==> src/rtl/core/thermal_grid_stencil_step_macros.svh <==
// Assertion helpers for the stencil block; clock aclk, reset aresetn.
`ifndef THERMAL_GRID_STENCIL_STEP_MACROS_SVH
`define THERMAL_GRID_STENCIL_STEP_MACROS_SVH

// Same-cycle implication.
`define TGS_ASSERT_IMP(label, ante, cons) \
    label: assert property (@(posedge aclk) disable iff (!aresetn) (ante) |-> (cons)) \
        else $error("stencil check failed");

// Next-cycle implication.
`define TGS_ASSERT_NEXT(label, ante, cons) \
    label: assert property (@(posedge aclk) disable iff (!aresetn) (ante) |=> (cons)) \
        else $error("stencil check failed");

`endif

==> src/rtl/core/tgs_pkg.sv <==
package tgs_pkg;

    localparam int DEF_MAX_COLS = 1024;
    localparam int DATA_W       = 32;
    localparam int IDX_W        = 3;
    localparam int SUM_W        = 48;
    localparam int TERM_W       = 58;

    // 80.0 in Q16.16
    localparam logic [DATA_W-1:0] AMBIENT_Q16 = 32'h0050_0000;

    localparam logic [IDX_W-1:0] REG_GRID_COLS = 3'd0;
    localparam logic [IDX_W-1:0] REG_GRID_ROWS = 3'd1;
    localparam logic [IDX_W-1:0] REG_STEP_GAIN = 3'd2;
    localparam logic [IDX_W-1:0] REG_INV_RX    = 3'd3;
    localparam logic [IDX_W-1:0] REG_INV_RY    = 3'd4;
    localparam logic [IDX_W-1:0] REG_INV_RZ    = 3'd5;

    typedef enum logic [2:0] {
        ST_IDLE,
        ST_READ,
        ST_JOB,
        ST_CALC,
        ST_EMIT,
        ST_WRITE
    } tgs_state_t;

    typedef struct packed {
        logic signed [DATA_W-1:0] t;
        logic signed [DATA_W-1:0] n;
        logic signed [DATA_W-1:0] s;
        logic signed [DATA_W-1:0] e;
        logic signed [DATA_W-1:0] w;
        logic signed [DATA_W-1:0] p;
    } tgs_operands_t;

    typedef struct packed {
        logic [DATA_W-1:0] gain;
        logic [DATA_W-1:0] rx;
        logic [DATA_W-1:0] ry;
        logic [DATA_W-1:0] rz;
    } tgs_coef_t;

endpackage

==> src/rtl/core/tgs_cell.sv <==
// One cell update: four Q8.24 products, each split into two partial products.
module tgs_cell
    import tgs_pkg::*;
(
    input  logic                     aclk,
    input  logic                     aresetn,
    input  logic                     start,
    input  tgs_operands_t            ops,
    input  tgs_coef_t                coef,
    output logic                     done,
    output logic signed [DATA_W-1:0] result
);

    localparam int DIFF_W = DATA_W + 3;
    localparam int HALF_W = SUM_W / 2;

    logic                     busy_reg;
    logic                     done_reg;
    logic [1:0]               op_reg;
    logic [1:0]               ph_reg;
    logic signed [DATA_W-1:0] t_reg;
    logic signed [DIFF_W-1:0] dy_reg, dx_reg, dz_reg;
    logic signed [SUM_W-1:0]  sum_reg;
    logic [HALF_W+DATA_W-1:0] lo_reg;
    logic signed [HALF_W+DATA_W:0] hi_reg;
    logic signed [DATA_W-1:0] res_reg;

    logic signed [SUM_W-1:0]  a_sel;
    logic [DATA_W-1:0]        k_sel;
    logic signed [TERM_W-1:0] term;
    logic signed [TERM_W-1:0] upd;
    logic signed [DIFF_W-1:0] t_x, n_x, s_x, e_x, w_x;

    assign t_x = DIFF_W'(ops.t);
    assign n_x = DIFF_W'(ops.n);
    assign s_x = DIFF_W'(ops.s);
    assign e_x = DIFF_W'(ops.e);
    assign w_x = DIFF_W'(ops.w);

    always_comb begin
        case (op_reg)
            2'd0:    begin a_sel = SUM_W'(dy_reg); k_sel = coef.ry; end
            2'd1:    begin a_sel = SUM_W'(dx_reg); k_sel = coef.rx; end
            2'd2:    begin a_sel = SUM_W'(dz_reg); k_sel = coef.rz; end
            default: begin a_sel = sum_reg;        k_sel = coef.gain; end
        endcase
    end

    assign term = TERM_W'(hi_reg) + TERM_W'({1'b0, lo_reg[HALF_W+DATA_W-1:HALF_W]});
    assign upd  = TERM_W'(t_reg) + term;

    always_ff @(posedge aclk) begin
        if (!aresetn) begin
            busy_reg <= 1'b0;
            done_reg <= 1'b0;
            op_reg   <= 2'd0;
            ph_reg   <= 2'd0;
        end else begin
            done_reg <= 1'b0;
            if (start) begin
                busy_reg <= 1'b1;
                op_reg   <= 2'd0;
                ph_reg   <= 2'd0;
            end else if (busy_reg) begin
                case (ph_reg)
                    2'd0:    ph_reg <= 2'd1;
                    2'd1:    ph_reg <= 2'd2;
                    default: begin
                        ph_reg <= 2'd0;
                        if (op_reg == 2'd3) begin
                            busy_reg <= 1'b0;
                            done_reg <= 1'b1;
                        end else begin
                            op_reg <= op_reg + 2'd1;
                        end
                    end
                endcase
            end
        end
    end

    always_ff @(posedge aclk) begin
        if (start) begin
            t_reg   <= ops.t;
            dy_reg  <= n_x + s_x - (t_x <<< 1);
            dx_reg  <= e_x + w_x - (t_x <<< 1);
            dz_reg  <= DIFF_W'(AMBIENT_Q16) - t_x;
            sum_reg <= SUM_W'(ops.p);
        end else if (busy_reg) begin
            case (ph_reg)
                2'd0: lo_reg <= a_sel[HALF_W-1:0] * k_sel;
                2'd1: hi_reg <= $signed(a_sel[SUM_W-1:HALF_W]) * $signed({1'b0, k_sel});
                default: begin
                    if (op_reg != 2'd3) begin
                        sum_reg <= sum_reg + term[SUM_W-1:0];
                    end else if (!upd[TERM_W-1] && (|upd[TERM_W-2:DATA_W-1])) begin
                        res_reg <= {1'b0, {(DATA_W-1){1'b1}}};
                    end else if (upd[TERM_W-1] && !(&upd[TERM_W-2:DATA_W-1])) begin
                        res_reg <= {1'b1, {(DATA_W-1){1'b0}}};
                    end else begin
                        res_reg <= upd[DATA_W-1:0];
                    end
                end
            endcase
        end
    end

    assign done   = done_reg;
    assign result = res_reg;

endmodule

==> config.mk <==
export PLATFORM = sky130hd
export DESIGN_NAME = tgs_cell
export DESIGN_NICKNAME = d
export VERILOG_FILES = /design/src/rtl/core/thermal_grid_stencil_step_macros.svh /design/src/rtl/core/tgs_pkg.sv /design/src/rtl/core/tgs_cell.sv
export SDC_FILE = /design/constraint.sdc
export NUM_CORES = 2
export LEC_CHECK = 0
export ABC_AREA = 1
export BUFFER_PORTS_ARGS = -buffer_cell sky130_fd_sc_hd__buf_2
export CORE_ASPECT_RATIO = 0.8
export CORE_UTILIZATION = 65
export DETAILED_ROUTE_END_ITERATION = 10
export PLACE_DENSITY = 0.88
export SKIP_LAST_GASP = 1
export SYNTH_ARGS = -nofsm -noshare
export SYNTH_HDL_FRONTEND = slang
export SYNTH_SLANG_ARGS = --single-unit
==> constraint.sdc <==
create_clock -name aclk -period 23.4 [get_ports aclk]
set_input_delay 5.85 -clock aclk [delete_from_list [all_inputs] [get_ports aclk]]
set_output_delay 5.85 -clock aclk [all_outputs]
set_load 0.005 [all_outputs]
Yosys cells after proc, flatten, opt, wreduce, memory -nomap -nowiden
Cells that the tools add are included.

operators by class
  multipliers = 2
  reduce and logical (&&, ||, !) cells = 18
  add/sub/neg operators = 9
  bitwise operators = 6
  equality and inequality tests = 6
  mux-type cells = 13

operator list
  cell                                                 number
  two-way mux 48 bit                                   4
  one-hot mux 48 bit (3 select lines)                  1
  one-hot mux 32 bit (3 select lines)                  1
  subtractor 33 x 33 -> 34 bit                         2
  adder 32 x 32 -> 33 bit                              2
  adder 32 x 58 -> 58 bit                              1
  adder 57 x 33 -> 58 bit                              1
  multiplier 24 x 33 -> 57 bit                         1
  multiplier 24 x 32 -> 56 bit                         1
  adder 48 bit                                         1
  subtractor 24 x 32 -> 33 bit, first input constant   1
  two-way mux 32 bit                                   1
  AND reduction 26 bit                                 1
  OR reduction 26 bit                                  1
  AND reduction 3 bit                                  4
  NOT 1 bit                                            6
  two-way mux 1 bit                                    5
  OR reduction 5 bit                                   1
  equality test 2 x 1 -> 1 bit, second input constant  2
  equality test 2 bit, second input constant           2
  zero test 2 bit                                      2
  one-hot mux 2 bit (2 select lines)                   1
  AND reduction 4 bit                                  1
  nonzero test 2 bit                                   2
  other kinds (6)                                      9

word-level totals
  output and inout bits = 33
  logic and storage cells = 66
  flip-flop bits (word level) = 336

Longest topological paths before layout
  depth in word-level cells = 6
  mapped depth = 40
  gate-level depth less buffers = 37

Least setup slack after synthesis
Ideal clock, no wire load.

  path kind = in2reg
  from = in coef[10] (netlist name)
  to = reg hi_reg[41] (data pin)
  cell stages on the path = 29
  slack = 11.185 ns
  data required time = 23.140 ns
  setup time = 0.260 ns
  arrival = 11.955 ns
  cells stage by stage = a22o_1 -> o22ai_2 -> clkbuf_1 -> nor2_1 -> fa_1 -> inv_1 -> fa_1 -> inv_1 -> fa_1 -> inv_1 -> fa_1 -> inv_1 -> fa_1 -> fa_1 -> inv_1 -> fa_1 -> inv_1 -> ha_1 -> nand2_1 -> nor2_1 -> inv_1 -> nor2_1 -> and3_1 -> a21oi_1 -> o21ai_0 -> nand2_1 -> nand2_1 -> a21oi_1 -> xnor2_1

on the way
  cells in the longest elaborated chain, start to end = 2

RTL lines
  what                                 line            text
  from (decl)                          tgs_cell.sv:9   input tgs_coef_t coef,
  one-hot mux 32 bit (3 select lines)  tgs_cell.sv:41  case (op_reg)
  multiplier 24 x 33 -> 57 bit         tgs_cell.sv:92  2'd1: hi_reg <= $signed(a_sel[SUM_W-1:HALF_W]) * $signed({1'b0, k_sel});
  to (signal assigned)                 tgs_cell.sv:92
  to (decl)                            tgs_cell.sv:25  logic signed [HALF_W+DATA_W:0] hi_reg;

No other way between the ends.
A chain may end at the register's enable or synchronous reset.

Final worst setup path
  from = in coef[17] (netlist name)
  to = reg lo_reg[52] (data pin)

on the way
  cells in the longest elaborated chain, start to end = 2

RTL lines
  what                                 line            text
  one-hot mux 32 bit (3 select lines)  tgs_cell.sv:41
  multiplier 24 x 32 -> 56 bit         tgs_cell.sv:91  2'd0: lo_reg <= a_sel[HALF_W-1:0] * k_sel;
  to (signal assigned)                 tgs_cell.sv:91
  to (decl)                            tgs_cell.sv:24  logic [HALF_W+DATA_W-1:0] lo_reg;

No other way between the ends.

==> reports/results.ini <==
[run_status]
status=finished, violations left
violations=design-rule violations, max-capacitance violations, max-slew violations

[place]
place.gp.congestion=1.06
hpwl_um=247000
io_buffers=355

[final_layout]
final_common_cell=inv_1
syn_to_final_growth_pct=6.49
largest_reg_flops=57
layout_common_cells=inv_1 (2,379), nand2_1 (2,075), fa_1 (1,382)
final_nets=12600
seq_area_um2=9160
fillCellCount=9265
drive_above_1_share_pct=7.12
multiInputGateArea_um2=58900

[route]
viasPerCell=6.17
firstDrtPassIters=11
drt_iter0_drc=10800
vias=73600
drtAntennaViolNets=0
drc=43
totalWireLength_um=308000
post_drt_wl_per_cell_um=25.9

[setup_path]
crit_path_start_kind=input port
worst_path_most_repeated_cell=fa_1
crit_arrival_ps=14310
worstSetupPathType=in2reg
critPathMaxStageDelay_ps=1190
end_kind=flop
crit_path_max_fanout=31
required_ps=23730
critPathLaunch=coef[17]
crit_path_top_delay_cell=clkinv_1
r2r_start=op_reg[0]

[clocking]
cts-resized-gates=0
cts_tree=built
numCtsBuffers=34
cts_root_buffer=clkbuf_16
clk_pin_slew_ps=70
clockBufferDepth=3
insertion_delay_ps=600
numClockSinks=307
htree_levels=2
cts_hold_buf=0
postCtsSetupBuffers=0

[logic_synthesis]
yosys.area_share.adder_pct=45.1
syn-num-nets=12400
syn_area_um2=78000
synth_ff_type=edfxtp_1
synthMuxAreaShare_pct=0
synth-edff-count=301
synthCells=10100
synth.distinct_cells=61
ys_ff_latch=307
synthArstFlopShare_pct=0
yosys.area_share.simple_pct=19.4
yosysTopAreaCell=fa_1
syn_area_per_cell_um2=7.76
synth_xor_area_share_pct=2.93
synth_compound_area_share_pct=7.56
ys_warn_count=0
synth_area_leaders=fa_1 (35%), edfxtp_1 (12%), inv_1 (11%), nand2_1 (10%), ha_1 (9.7%)
synth_top_area_share_pct=35.5
synth_top_family_by_area=adder cells
ys_seq_area_share_pct=11.7

[timing]
relSlewSlack_pct=-2.56
report.final.slew_viol_count=21
fin_crit_sh_pct=59.7
fin_setup_tns_ps=0
setup_viol=0
fin_skew_ps=33.6
layout_min_cycle_time_ps=13980
hold_viol_final=0
fmax_ghz=0.0715
rsz0062_at_grt=no
tightest_slew_ps=1540

[worst_hold_path]
hold_path_class=reg2reg
hold_start=ph_reg[0]

[global_route]
grt_use_total_pct=51.2
grt_pass1_vias=75100
grt_max_degree=68
antenna_found_initial=16
overflow=0
grt_pass1_wl_um=456000

[floorplanning]
start_util_pct=65.6
die_x_um=389
num_rows=113
die_h_um=312
io_pins=356
dieArea_um2=121000
core_um2=119000

[flow_run]
drv_cap=2

-- per-layer routing --
metal,vias to the layer above,global-route usage (%),part of all wire (%)
met4,19,31.0,7.7
met3,1871,22.7,17
met5,-,4.45,0.24
met1,34800,65.3,35
met2,6216,70.9,40
li1,30600,-,-
-- kinds of logic after synthesis --
| group | count (synthesis) |
|---|---|
| buffers and inverters | 2729 |
| AOI/OAI and AO/OA | 982 |
| xor gates and xnor gates | 261 |
| and+or+nand+nor | 3793 |
| adders and majority gates | 1985 |
| DFF | 307 |
-- worst max-delay path, delay by kind of cell --
kind / cells / cell delay (ps)
adders and majority gates: 8 / 3950
AOI/OAI and AO/OA: 8 / 1670
buffers and inverters: 6 / 2060
and+or+nand+nor: 4 / 610
-- through the flow --
stage	setup slack [ps]	util, %	hold slack, ps	std cells	area, µm²
after global placement	9590	68.8	477	11800	81900
after floorplan	11180	-	457	10100	78000
after detailed placement	9320	68.8	479	11800	81900
final	9420	69.9	489	11900	83100
after CTS	9920	69.8	489	11900	83000
after global routing	9270	69.8	513	11900	83000
-- synthesized netlist by cell type (40+ instances only) --
master / instances
clkbuf_1: 250
nor2_1: 1284
inv_1: 2381
o22ai_1: 42
xor2_1: 166
a22o_1: 63
fa_1: 1382
nand2_1: 2076
edfxtp_1: 301
a31oi_1: 72
nand3_1: 183
ha_1: 603
o21a_1: 40
nor3_1: 57
xnor2_1: 95
a21oi_1: 401
o21ai_0: 208
-- path summary, 6_finish.rpt --
check                                   to  slack (ps)  cells past startpoint
worst max-delay path            lo_reg[52]        9420                     26
worst min-delay path             ph_reg[0]         490                      2
worst max register to register  lo_reg[52]       12870                     28
worst min register to register   ph_reg[0]         490                      2
-- final cells by class --
type	count	area share, %
multi-input combinational	7021	70.9
sequential	307	11.0
inverter	2426	11.0
timing repair buffer	474	3.24
tap	1610	2.42
clock buffer	40	1.10
clock inverter	21	0.288
antenna	24	0.0723
Power is left out: the tool's default activity adds up to more than one toggle a clock period on the data nets, which glitch-free logic cannot reach.
